### src/rtl/core/gpio_pkg.sv
// shared types, constants and mask helpers for the gpio port
package gpio_pkg;

  localparam int unsigned DATA_W        = 32;
  localparam int unsigned KIND_W        = 2;
  localparam int unsigned IDX_W         = 3;
  localparam int unsigned CODE_W        = 2;
  localparam int unsigned PINS_PER_CFG  = 16;
  localparam int unsigned PIN_COUNT_DEF = 32;

  typedef enum logic [KIND_W-1:0] {
    KIND_TICK  = 2'd0,
    KIND_READ  = 2'd1,
    KIND_WRITE = 2'd2
  } kind_t;

  typedef enum logic [IDX_W-1:0] {
    REG_DATA     = 3'd0,
    REG_DIR      = 3'd1,
    REG_CFG_LOW  = 3'd2,
    REG_CFG_HIGH = 3'd3,
    REG_MASK     = 3'd4,
    REG_STATUS   = 3'd5,
    REG_BOTHEDGE = 3'd6
  } reg_idx_t;

  typedef enum logic [CODE_W-1:0] {
    TRIG_LOW  = 2'd0,
    TRIG_HIGH = 2'd1,
    TRIG_RISE = 2'd2,
    TRIG_FALL = 2'd3
  } trig_t;

  // interrupt configuration seen by the detector
  typedef struct packed {
    logic [DATA_W-1:0] both_edge;
    logic [DATA_W-1:0] cfg_high;
    logic [DATA_W-1:0] cfg_low;
  } irq_cfg_t;

  // one bit for each implemented pin
  function automatic logic [DATA_W-1:0] pin_mask_f(input int unsigned n);
    logic [DATA_W-1:0] m;
    m = '0;
    for (int i = 0; i < DATA_W; i++) begin
      if (i < n) m[i] = 1'b1;
    end
    return m;
  endfunction

  // code fields of a cfg register whose first pin is first
  function automatic logic [DATA_W-1:0] cfg_mask_f(input int unsigned first,
                                                   input int unsigned n);
    logic [DATA_W-1:0] m;
    m = '0;
    for (int i = 0; i < PINS_PER_CFG; i++) begin
      if (first + i < n) m[CODE_W*i +: CODE_W] = '1;
    end
    return m;
  endfunction

endpackage

### src/rtl/core/gpio_if.sv
// request and response channel interfaces of the gpio port
interface gpio_req_if;
  import gpio_pkg::*;

  logic              valid;
  logic              ready;
  logic [KIND_W-1:0] kind;
  logic [IDX_W-1:0]  reg_index;
  logic [DATA_W-1:0] write_data;
  logic [DATA_W-1:0] pad_levels;

  modport source (output valid, kind, reg_index, write_data, pad_levels, input ready);
  modport sink   (input valid, kind, reg_index, write_data, pad_levels, output ready);
endinterface

interface gpio_rsp_if;
  import gpio_pkg::*;

  logic              valid;
  logic              ready;
  logic [DATA_W-1:0] read_data;
  logic [DATA_W-1:0] pins_out;
  logic [DATA_W-1:0] pins_drive_enable;
  logic              irq_pending;

  modport source (output valid, read_data, pins_out, pins_drive_enable, irq_pending,
                  input ready);
  modport sink   (input valid, read_data, pins_out, pins_drive_enable, irq_pending,
                  output ready);
endinterface

### src/rtl/core/gpio_detect.sv
// per-pin level and edge detection for one pad sample
module gpio_detect (
  input  gpio_pkg::irq_cfg_t                cfg,
  input  logic [gpio_pkg::DATA_W-1:0]       pads,
  input  logic [gpio_pkg::DATA_W-1:0]       last_pads,
  output logic [gpio_pkg::DATA_W-1:0]       hit
);
  import gpio_pkg::*;

  for (genvar p = 0; p < DATA_W; p++) begin : g_pin
    trig_t code;

    if (p < PINS_PER_CFG) begin : g_low
      assign code = trig_t'(cfg.cfg_low[CODE_W*p +: CODE_W]);
    end else begin : g_high
      assign code = trig_t'(cfg.cfg_high[CODE_W*(p-PINS_PER_CFG) +: CODE_W]);
    end

    always_comb begin
      if (cfg.both_edge[p]) begin
        hit[p] = pads[p] ^ last_pads[p];
      end else begin
        case (code)
          TRIG_LOW:  hit[p] = ~pads[p];
          TRIG_HIGH: hit[p] = pads[p];
          TRIG_RISE: hit[p] = ~last_pads[p] & pads[p];
          TRIG_FALL: hit[p] = last_pads[p] & ~pads[p];
          default:   hit[p] = 1'b0;
        endcase
      end
    end
  end

endmodule

### src/rtl/core/gpio_port_with_interrupt_detect.sv
// gpio port top level: register file, pad sampling, interrupt status and response register
// Each request is a pad sample tick, a register read or a register write, and each
// produces exactly one response in the cycle after it is accepted. A request can be taken
// every clock (one item per cycle): the response register is the only stage, and req.ready
// is low only while a response is held because rsp.ready is low. A tick latches the pad
// levels and sets status bits per pin by its 2-bit code (low level, high level, rising,
// falling), or on any change when its both-edge bit is set. Writing status clears the bits
// written as one; a data read returns driven bits for output pins and the last sampled
// levels for input pins. Every response carries pins_out, pins_drive_enable and
// irq_pending as they stand after the request's update; irq_pending is the OR of the status
// bits that mask enables. Register index seven reads zero and ignores writes; kind three
// does nothing. Pins at or above PIN_COUNT stay zero in every register.
module gpio_port_with_interrupt_detect #(
  parameter int unsigned PIN_COUNT = gpio_pkg::PIN_COUNT_DEF
) (
  input  logic       clk,
  input  logic       rst,
  gpio_req_if.sink   req,
  gpio_rsp_if.source rsp
);
  import gpio_pkg::*;

  localparam logic [DATA_W-1:0] PIN_MASK  = pin_mask_f(PIN_COUNT);
  localparam logic [DATA_W-1:0] CFG_LMASK = cfg_mask_f(0, PIN_COUNT);
  localparam logic [DATA_W-1:0] CFG_HMASK = cfg_mask_f(PINS_PER_CFG, PIN_COUNT);

  // architectural state
  logic [DATA_W-1:0] data_bits,      data_bits_next;
  logic [DATA_W-1:0] direction_bits, direction_bits_next;
  logic [DATA_W-1:0] cfg_low,        cfg_low_next;
  logic [DATA_W-1:0] cfg_high,       cfg_high_next;
  logic [DATA_W-1:0] mask_bits,      mask_bits_next;
  logic [DATA_W-1:0] status_bits,    status_bits_next;
  logic [DATA_W-1:0] both_edge,      both_edge_next;
  logic [DATA_W-1:0] last_pads,      last_pads_next;

  logic              accept;
  logic [DATA_W-1:0] pads_in;
  logic [DATA_W-1:0] hit;
  logic [DATA_W-1:0] read_value;
  irq_cfg_t          irq_cfg;

  // a held response blocks new requests only until it is taken
  assign req.ready = ~rsp.valid | rsp.ready;
  assign accept    = req.valid & req.ready;

  assign pads_in = req.pad_levels & PIN_MASK;

  assign irq_cfg.both_edge = both_edge;
  assign irq_cfg.cfg_high  = cfg_high;
  assign irq_cfg.cfg_low   = cfg_low;

  gpio_detect u_detect (
    .cfg       (irq_cfg),
    .pads      (pads_in),
    .last_pads (last_pads),
    .hit       (hit)
  );

  // register read mux, from the state before this request
  always_comb begin
    unique case (reg_idx_t'(req.reg_index))
      REG_DATA:     read_value = (data_bits & direction_bits) | (last_pads & ~direction_bits);
      REG_DIR:      read_value = direction_bits;
      REG_CFG_LOW:  read_value = cfg_low;
      REG_CFG_HIGH: read_value = cfg_high;
      REG_MASK:     read_value = mask_bits;
      REG_STATUS:   read_value = status_bits;
      REG_BOTHEDGE: read_value = both_edge;
      default:      read_value = '0;
    endcase
  end

  // state update for the request being accepted
  always_comb begin
    data_bits_next      = data_bits;
    direction_bits_next = direction_bits;
    cfg_low_next        = cfg_low;
    cfg_high_next       = cfg_high;
    mask_bits_next      = mask_bits;
    status_bits_next    = status_bits;
    both_edge_next      = both_edge;
    last_pads_next      = last_pads;
    if (accept) begin
      unique case (kind_t'(req.kind))
        KIND_TICK: begin
          status_bits_next = (status_bits | hit) & PIN_MASK;
          last_pads_next   = pads_in;
        end
        KIND_WRITE: begin
          unique case (reg_idx_t'(req.reg_index))
            REG_DATA:     data_bits_next      = req.write_data & PIN_MASK;
            REG_DIR:      direction_bits_next = req.write_data & PIN_MASK;
            REG_CFG_LOW:  cfg_low_next        = req.write_data & CFG_LMASK;
            REG_CFG_HIGH: cfg_high_next       = req.write_data & CFG_HMASK;
            REG_MASK:     mask_bits_next      = req.write_data & PIN_MASK;
            REG_STATUS:   status_bits_next    = status_bits & ~req.write_data;
            REG_BOTHEDGE: both_edge_next      = req.write_data & PIN_MASK;
            default:      ;
          endcase
        end
        default: ;
      endcase
    end
  end

  always_ff @(posedge clk) begin
    if (rst) begin
      data_bits      <= '0;
      direction_bits <= '0;
      cfg_low        <= '0;
      cfg_high       <= '0;
      mask_bits      <= '0;
      status_bits    <= '0;
      both_edge      <= '0;
      last_pads      <= '0;
    end else begin
      data_bits      <= data_bits_next;
      direction_bits <= direction_bits_next;
      cfg_low        <= cfg_low_next;
      cfg_high       <= cfg_high_next;
      mask_bits      <= mask_bits_next;
      status_bits    <= status_bits_next;
      both_edge      <= both_edge_next;
      last_pads      <= last_pads_next;
    end
  end

  // response register: valid is control, payload loads on accept
  always_ff @(posedge clk) begin
    if (rst) begin
      rsp.valid <= 1'b0;
    end else if (accept) begin
      rsp.valid <= 1'b1;
    end else if (rsp.ready) begin
      rsp.valid <= 1'b0;
    end
  end

  always_ff @(posedge clk) begin
    if (accept) begin
      rsp.read_data         <= (kind_t'(req.kind) == KIND_READ) ? read_value : '0;
      rsp.pins_out          <= data_bits_next;
      rsp.pins_drive_enable <= direction_bits_next;
      rsp.irq_pending       <= |(status_bits_next & mask_bits_next);
    end
  end

  // every accepted request shows up as a response in the next cycle
  a_rsp_follows: assert property (@(posedge clk) disable iff (rst)
    accept |=> rsp.valid)
    else $error("accepted request produced no response");

  // irq in a fresh response agrees with the state it was taken from
  a_irq_state: assert property (@(posedge clk) disable iff (rst)
    accept |=> (rsp.irq_pending == |(status_bits & mask_bits)))
    else $error("irq_pending disagrees with status and mask");

  // a status write clears every bit written as one
  a_status_clear: assert property (@(posedge clk) disable iff (rst)
    (accept && kind_t'(req.kind) == KIND_WRITE && reg_idx_t'(req.reg_index) == REG_STATUS)
    |=> ((status_bits & $past(req.write_data)) == '0))
    else $error("status write left a written bit set");

  // a tick stores the masked pad sample for the next edge compare
  a_tick_sample: assert property (@(posedge clk) disable iff (rst)
    (accept && kind_t'(req.kind) == KIND_TICK)
    |=> (last_pads == ($past(req.pad_levels) & PIN_MASK)))
    else $error("tick did not store the pad sample");

  // unimplemented pins never carry status
  a_status_pins: assert property (@(posedge clk) disable iff (rst)
    (status_bits & ~PIN_MASK) == '0)
    else $error("status set on an unimplemented pin");

endmodule
### src/flat_wrapper.sv
// flat-port wrapper written by rule: the top's interface ports become plain ports
module gpio_port_with_interrupt_detect_flat import gpio_pkg::*;
#(
  parameter int unsigned PIN_COUNT = gpio_pkg::PIN_COUNT_DEF
)
  (clk, rst, req_valid, req_kind, req_reg_index, req_write_data, req_pad_levels, req_ready, rsp_valid, rsp_read_data, rsp_pins_out, rsp_pins_drive_enable, rsp_irq_pending, rsp_ready);
  gpio_req_if req_i ();
  gpio_rsp_if rsp_i ();
  input  logic clk;
  input  logic rst;
  input wire logic [$bits(req_i.valid)-1:0] req_valid;
  input wire logic [$bits(req_i.kind)-1:0] req_kind;
  input wire logic [$bits(req_i.reg_index)-1:0] req_reg_index;
  input wire logic [$bits(req_i.write_data)-1:0] req_write_data;
  input wire logic [$bits(req_i.pad_levels)-1:0] req_pad_levels;
  output wire logic [$bits(req_i.ready)-1:0] req_ready;
  output wire logic [$bits(rsp_i.valid)-1:0] rsp_valid;
  output wire logic [$bits(rsp_i.read_data)-1:0] rsp_read_data;
  output wire logic [$bits(rsp_i.pins_out)-1:0] rsp_pins_out;
  output wire logic [$bits(rsp_i.pins_drive_enable)-1:0] rsp_pins_drive_enable;
  output wire logic [$bits(rsp_i.irq_pending)-1:0] rsp_irq_pending;
  input wire logic [$bits(rsp_i.ready)-1:0] rsp_ready;
  assign req_i.valid = req_valid;
  assign req_i.kind = req_kind;
  assign req_i.reg_index = req_reg_index;
  assign req_i.write_data = req_write_data;
  assign req_i.pad_levels = req_pad_levels;
  assign req_ready = req_i.ready;
  assign rsp_valid = rsp_i.valid;
  assign rsp_read_data = rsp_i.read_data;
  assign rsp_pins_out = rsp_i.pins_out;
  assign rsp_pins_drive_enable = rsp_i.pins_drive_enable;
  assign rsp_irq_pending = rsp_i.irq_pending;
  assign rsp_i.ready = rsp_ready;
  gpio_port_with_interrupt_detect #(.PIN_COUNT(PIN_COUNT)) u_core (.clk(clk), .rst(rst), .req(req_i), .rsp(rsp_i));
endmodule
### config.mk
export PLATFORM = sky130hd
export DESIGN_NAME = gpio_port_with_interrupt_detect_flat
export DESIGN_NICKNAME = d
export VERILOG_FILES = /design/src/rtl/core/gpio_pkg.sv /design/src/rtl/core/gpio_if.sv /design/src/rtl/core/gpio_detect.sv /design/src/rtl/core/gpio_port_with_interrupt_detect.sv /design/src/flat_wrapper.sv
export SDC_FILE = /design/constraint.sdc
export NUM_CORES = 1
export LEC_CHECK = 0
export ABC_CLOCK_PERIOD_IN_PS = 7100
export BUFFER_PORTS_ARGS = -buffer_cell sky130_fd_sc_hd__buf_2
export CORE_UTILIZATION = 51
export DETAILED_ROUTE_END_ITERATION = 10
export GPL_TIMING_DRIVEN = 0
export PLACE_DENSITY = 0.78
export SLEW_MARGIN = 30
export SYNTH_ARGS = -nofsm -noshare
export SYNTH_HDL_FRONTEND = slang
export SYNTH_SLANG_ARGS = --single-unit
### constraint.sdc
create_clock -name clk -period 7.1 [get_ports clk]
set_input_delay 1.42 -clock clk [delete_from_list [all_inputs] [get_ports clk]]
set_output_delay 1.42 -clock clk [all_outputs]
set_load 0.01 [all_outputs]
# --- After elaboration in Yosys (flattened, before gate mapping) ---
# Index checks and enable logic that the tools add are counted.
word_totals:
  mem_count: 0
  elab_cells: 407
  latchBits: 0
  output_inout_bits: 99
  ramBits: 0
  romBits: 0
  ff_bits: 354
  in_bits: 73
classes:
  eq_ne: 104
  addsub: 0
  n_bitwise: 171
  mux: 79
  shifts: 0
  reduce_logical: 40
  n_div: 0
  magnitude_cmp: 0
  multipliers: 0
ops:
  columns: ["op", "n"]
  rows:
  - ["32-bit two-way mux", 11]
  - ["32-bit case mux with 7 select lines", 1]
  - ["2-bit == test (second input constant)", 65]
  - ["32-bit bitwise AND", 4]
  - ["1-bit case mux with 4 select lines", 32]
  - ["2-bit by 1-bit == test with 1-bit output (second input constant)", 33]
  - ["2-bit zero test", 33]
  - ["1-bit bitwise AND", 65]
  - ["1-bit NOT", 65]
  - ["32-bit NOT", 2]
  - ["32-bit OR", 2]
  - ["32-bit case mux with 2 select lines", 1]
  - ["1-bit two-way mux", 34]
  - ["32-bit OR reduction", 1]
  - ["1-bit XOR", 32]
  - ["3-bit == test (second input constant)", 3]
  - ["3-bit AND reduction", 3]
  - ["3-bit by 2-bit == test with 1-bit output (second input constant)", 2]
  - ["3-bit by 1-bit == test with 1-bit output (second input constant)", 1]
  - ["3-bit zero test", 1]
  - ["2-bit AND reduction", 1]
  - ["2-bit nonzero test", 1]
  - ["1-bit OR", 1]

# --- Depth between registers and ports, before layout ---
depth:
  depth_word: 9
  depth_mapped: 11
  depth_no_buf: 9

# --- Cells and area by module ---
# Synthesis repeated with hierarchy kept, for this count alone.
hier_totals:
  hier_cells: 1837
  area_unflattened_um2: 17231.5
by_module_without_submodules:
  columns: ["module", "cells_per_inst", "area_per_inst_um2", "n_inst", "seq_area_each_um2"]
  rows:
  - ["gpio_port_with_interrupt_detect", 1539, 14926.8, 1, 8057.7]
  - ["gpio_detect", 298, 2304.7, 1, 0.0]

# --- Least setup slack after synthesis ---
# No wires, ideal clock.
synth_timing:
  path_type: "input to register"
  startpoint: "input port rsp_ready"
  endpoint: "register u_core.rsp.irq_pending, enable pin"
  arrival_time_ns: 3.905
  setup_ns: 0.467
  path_slack_ns: 2.728
  required_ns: 6.633
  path_stages: 3
  path_buffers: 0
  cell_sequence: "nor2b_1 -> inv_2 -> and2_1"
synth_via:
  elab_chain_cells: 2
synth_rtl:
  columns: ["item", "line", "text"]
  rows:
  - ["start, declared", "flat_wrapper.sv:22", "input wire logic [$bits(rsp_i.ready)-1:0] rsp_ready;"]
  - ["1-bit OR", "gpio_port_with_interrupt_detect.sv:44", "assign req.ready = ~rsp.valid | rsp.ready;"]
  - ["net req_ready", "flat_wrapper.sv:16", "output wire logic [$bits(req_i.ready)-1:0] req_ready;"]
  - ["1-bit bitwise AND", "gpio_port_with_interrupt_detect.sv:45", "assign accept = req.valid & req.ready;"]
  - ["net u_core.accept", "gpio_port_with_interrupt_detect.sv:37", "logic accept;"]
  - ["end signal, assigned", "gpio_port_with_interrupt_detect.sv:145", "rsp.irq_pending <= |(status_bits_next & mask_bits_next);"]
  - ["end, declared", "gpio_if.sv:26", "modport source (output valid, read_data, pins_out, pins_drive_enable, irq_pending,"]
# The timed path passes the listed nets, and every way through them passes these cells.
# A chain may end at the register's enable or synchronous reset.

# --- Worst setup path after layout ---
layout_timing:
  startpoint: "input port req_reg_index[0]"
  endpoint: "register u_core.rsp.read_data[21] (data pin)"
layout_via:
  elab_chain_cells: 2
  elab_cells_between_ends: 8
  cone_classes: "eq/ne: 6; mux: 1; reduce/logical: 1"
layout_rtl:
  columns: ["item", "line", "text"]
  rows:
  - ["start, declared", "flat_wrapper.sv:13", "input wire logic [$bits(req_i.reg_index)-1:0] req_reg_index;"]
  - ["3-bit == test, or another cell as far along", "gpio_port_with_interrupt_detect.sv:62", "unique case (reg_idx_t'(req.reg_index))"]
  - ["32-bit case mux with 7 select lines (*)", "gpio_port_with_interrupt_detect.sv:62", null]
  - ["end signal, assigned", "gpio_port_with_interrupt_detect.sv:142", "rsp.read_data <= (kind_t'(req.kind) == KIND_READ) ? read_value : '0;"]
  - ["end, declared", "gpio_if.sv:26", null]
# Every way passes the cells marked *; elsewhere a longest branch is shown, timed or not.

==> flow_metrics.py <==
metrics = {
    "floorplan": {
        "io_pins": 172,
        "start_util_pct": 52.36,
        "dieArea_sq_um": 33460,
        "die-width_microns": 182.9,
        "row_count": 65,
        "die_h_microns": 182.9,
        "core_area_sq_um": 31880,
    },
    "clock_network": {
        "cts_buffers": 39,
        "clock_latency_ns": 0.56,
        "cts_tree": "done",
        "ctsHoldBuffers": 0,
        "post_cts_buffers": 0,
        "cts_sinks": 354,
        "cts-root-buf": "clkbuf_16",
        "cts-resized-gates": 0,
        "clockBufferDepth": 3,
        "path_clk_slew_ns": 0.07,
        "htreeDepth": 2,
    },
    "sta": {
        "whs_ns": 0.4699,
        "rsz0062_at_grt": "no",
        "fin_skew_ns": 0.02780,
        "setup_viol": 0,
        "relSlewSlack_pct": 24.69,
        "worstMarginPinSlew_ns": 1.130,
        "finalCritPeriodShare_pct": 69.25,
        "max_freq_mhz": 203.4,
        "setup_tns_ns": 0,
        "hold_viol": 0,
        "finalWorstSetupSlack_ns": 2.183,
        "finalMaxSlewViolations": 0,
        "period_needed_ns": 4.917,
    },
    "synthesis": {
        "synth_cell_types": 59,
        "syn_nets": 1985,
        "syn_inst": 1848,
        "yosysSeqAreaShare_pct": 48.27,
        "synth_area_leader_cell": "dfxtp_1",
        "synth.most_common_cell": "nand2_1",
        "synth_top_area_share_pct": 30.82,
        "yosys-top-cells-area": "dfxtp_1, edfxtp_1, nand2_1",
        "ys_ff_latch": 354,
        "ys_warn_count": 0,
        "async_flop_share_pct": 0,
        "ys.flop_type": "dfxtp_1",
        "syn_area_per_cell_sq_um": 9.033,
        "synth_common_cells": "nand2_1, dfxtp_1, a21oi_1, nor2_1, inv_1",
        "syn-cell-area_sq_um": 16690,
        "synth_edf_count": 97,
    },
    "global_route": {
        "grt_max_degree": 56,
        "gr-usage-all-layers_pct": 41.90,
        "antenna_found_initial": 1,
        "grt_pass1_vias": 14500,
        "grt_pass1_wl_microns": 99490,
        "grt-ovfl-total": 0,
    },
    "pwr": {
        "peakVddDrop_v": 0.0001714,
        "p_per_area_nw_per_um2": 245.6,
        "finalPower_mw": 4.795,
        "power_leakage_nw": 7.491,
    },
    "worst_setup_path": {
        "worstPathRequired_ns": 7.44,
        "crit_fanout": 10,
        "worstSetupPathType": "in -> reg",
        "worstSetupStartpointType": "input port",
        "end_kind": "register",
        "critPathArrivalTime_ns": 5.25,
    },
    "placed_design": {
        "portBuffers": 165,
        "pre_cts_ws_ns": 1.655,
        "place_hpwl_microns": 52380,
        "routabilityCongestion": 1.047,
    },
    "finish": {
        "drive_gt1_share_pct": 15.38,
        "finish.utilization_pct": 61.25,
        "fillerInstances": 2785,
        "diodes": 0,
        "finalNetCount": 2193,
        "flow.area_growth_from_synthesis_pct": 16.98,
    },
    "status": {
        "status": "completed",
    },
    "detailed_routing": {
        "drtIter0Drc": 2531,
        "drc": 0,
        "vias": 15940,
        "drt-pass1-iter-count": 6,
        "routedWlPerCell_microns": 28.09,
        "ant_nets": 0,
        "drt-total-wl_microns": 70850,
        "vias_per_cell": 6.320,
    },
    "hold_path": {
        "min_path_type": "reg -> reg",
    },
    "flow_run": {
        "max_cap_viol_count": 0,
    },
}
worst paths after layout:
kind / start / slack [ns] / end / cells past startpoint
worst max-delay path: req_reg_index[0] / 2.18 / u_core.rsp.read_data[21] / 7
worst min-delay path: u_core.cfg_low[28] / 0.47 / u_core.cfg_low[28] / 2
worst max register to register: u_core.rsp.valid / 2.84 / u_core.rsp.irq_pending / 8
worst min register to register: u_core.cfg_low[28] / 0.47 / u_core.cfg_low[28] / 2
cell type report:
| type | count | area [sq um] | share of cell area (%) |
|---|---|---|---|
| clock buffer | 47 | 1057 | 5.415 |
| clock inverter | 25 | 352.8 | 1.807 |
| inverter | 101 | 379.1 | 1.942 |
| tap | 435 | 544.3 | 2.787 |
| buffer | 116 | 467.9 | 2.397 |
| timing repair buffer | 167 | 864.6 | 4.428 |
| sequential | 354 | 8058 | 41.27 |
| multi-input combinational | 1277 | 7802 | 39.96 |
cell usage in the layout (no fill, tap or decap), types with 6 or more instances in the layout:
master / count
a2111oi_0: 9
buf_2: 179
nor2_1: 111
buf_1: 11
clkinv_2: 7
nand4_1: 10
clkbuf_2: 6
clkbuf_1: 88
nand3_1: 14
a222oi_1: 14
nand2_1: 368
a31oi_1: 11
o31ai_1: 19
mux2i_1: 55
nor2b_1: 82
ha_1: 64
a221oi_1: 13
clkbuf_16: 40
a21oi_1: 218
o2111ai_1: 26
mux2_2: 55
o21ai_0: 68
dfxtp_1: 257
a211oi_1: 7
a2111o_1: 17
nor3_1: 8
a22o_1: 9
o211ai_1: 20
inv_1: 100
nand2b_1: 11
a22oi_1: 11
bufinv_16: 8
edfxtp_1: 97
cell families (layout without fill, tap and decap cells):
group | after synthesis | count (layout) | synth area share (%)
and+or+nand+nor | 633 | 633 | 16.62
AOI/OAI and AO/OA | 467 | 467 | 17.87
buffers and inverters | 217 | 456 | 5.030
adders and majority gates | 64 | 64 | 4.797
muxes | 113 | 113 | 7.413
DFF | 354 | 354 | 48.27
worst max-delay path, cell delays in order:
cell      delay [ns]
buf_2           0.15
clkbuf_1        0.57
buf_1           0.82
clkbuf_2        0.60
clkbuf_1        0.86
o211ai_1        0.43
a31oi_1         0.37
layer usage:
metal	vias up	part of all wire, %	track usage (%)
met1	7529	40	58.48
met3	229	15	12.03
met5	-	0.018	0
li1	6908	-	-
met4	2	5.2	19.20
met2	1272	41	59.73
report_power, final:
group          internal (mW)  leakage, nW  total (mW)  switching [mW]
Sequential              2.12         3.06        2.15          0.0266
Combinational          0.104         3.75       0.397           0.293
Clock                   1.36        0.689        2.25           0.890
registers in the layout (all words and copies together) (netlist names), 32 cells and up:
register and cells:
u_core.cfg_high 32, u_core.rsp.read_data 32, u_core.rsp.pins_drive_enable 32, u_core.mask_bits 32, u_core.last_pads 32, u_core.rsp.pins_out 32
u_core.both_edge 32, u_core.cfg_low 32, u_core.direction_bits 32, u_core.status_bits 32, u_core.data_bits 32
per-stage QoR:
step,instances,instance area (sq um)
6_report,2522,19530
5_1_grt,2522,19530
4_1_cts,2521,19510
3_5_place_dp,2449,18100
3_3_place_gp,2448,18060
2_1_floorplan,1848,16690
Note: power is estimated with default switching activity, not from simulation.
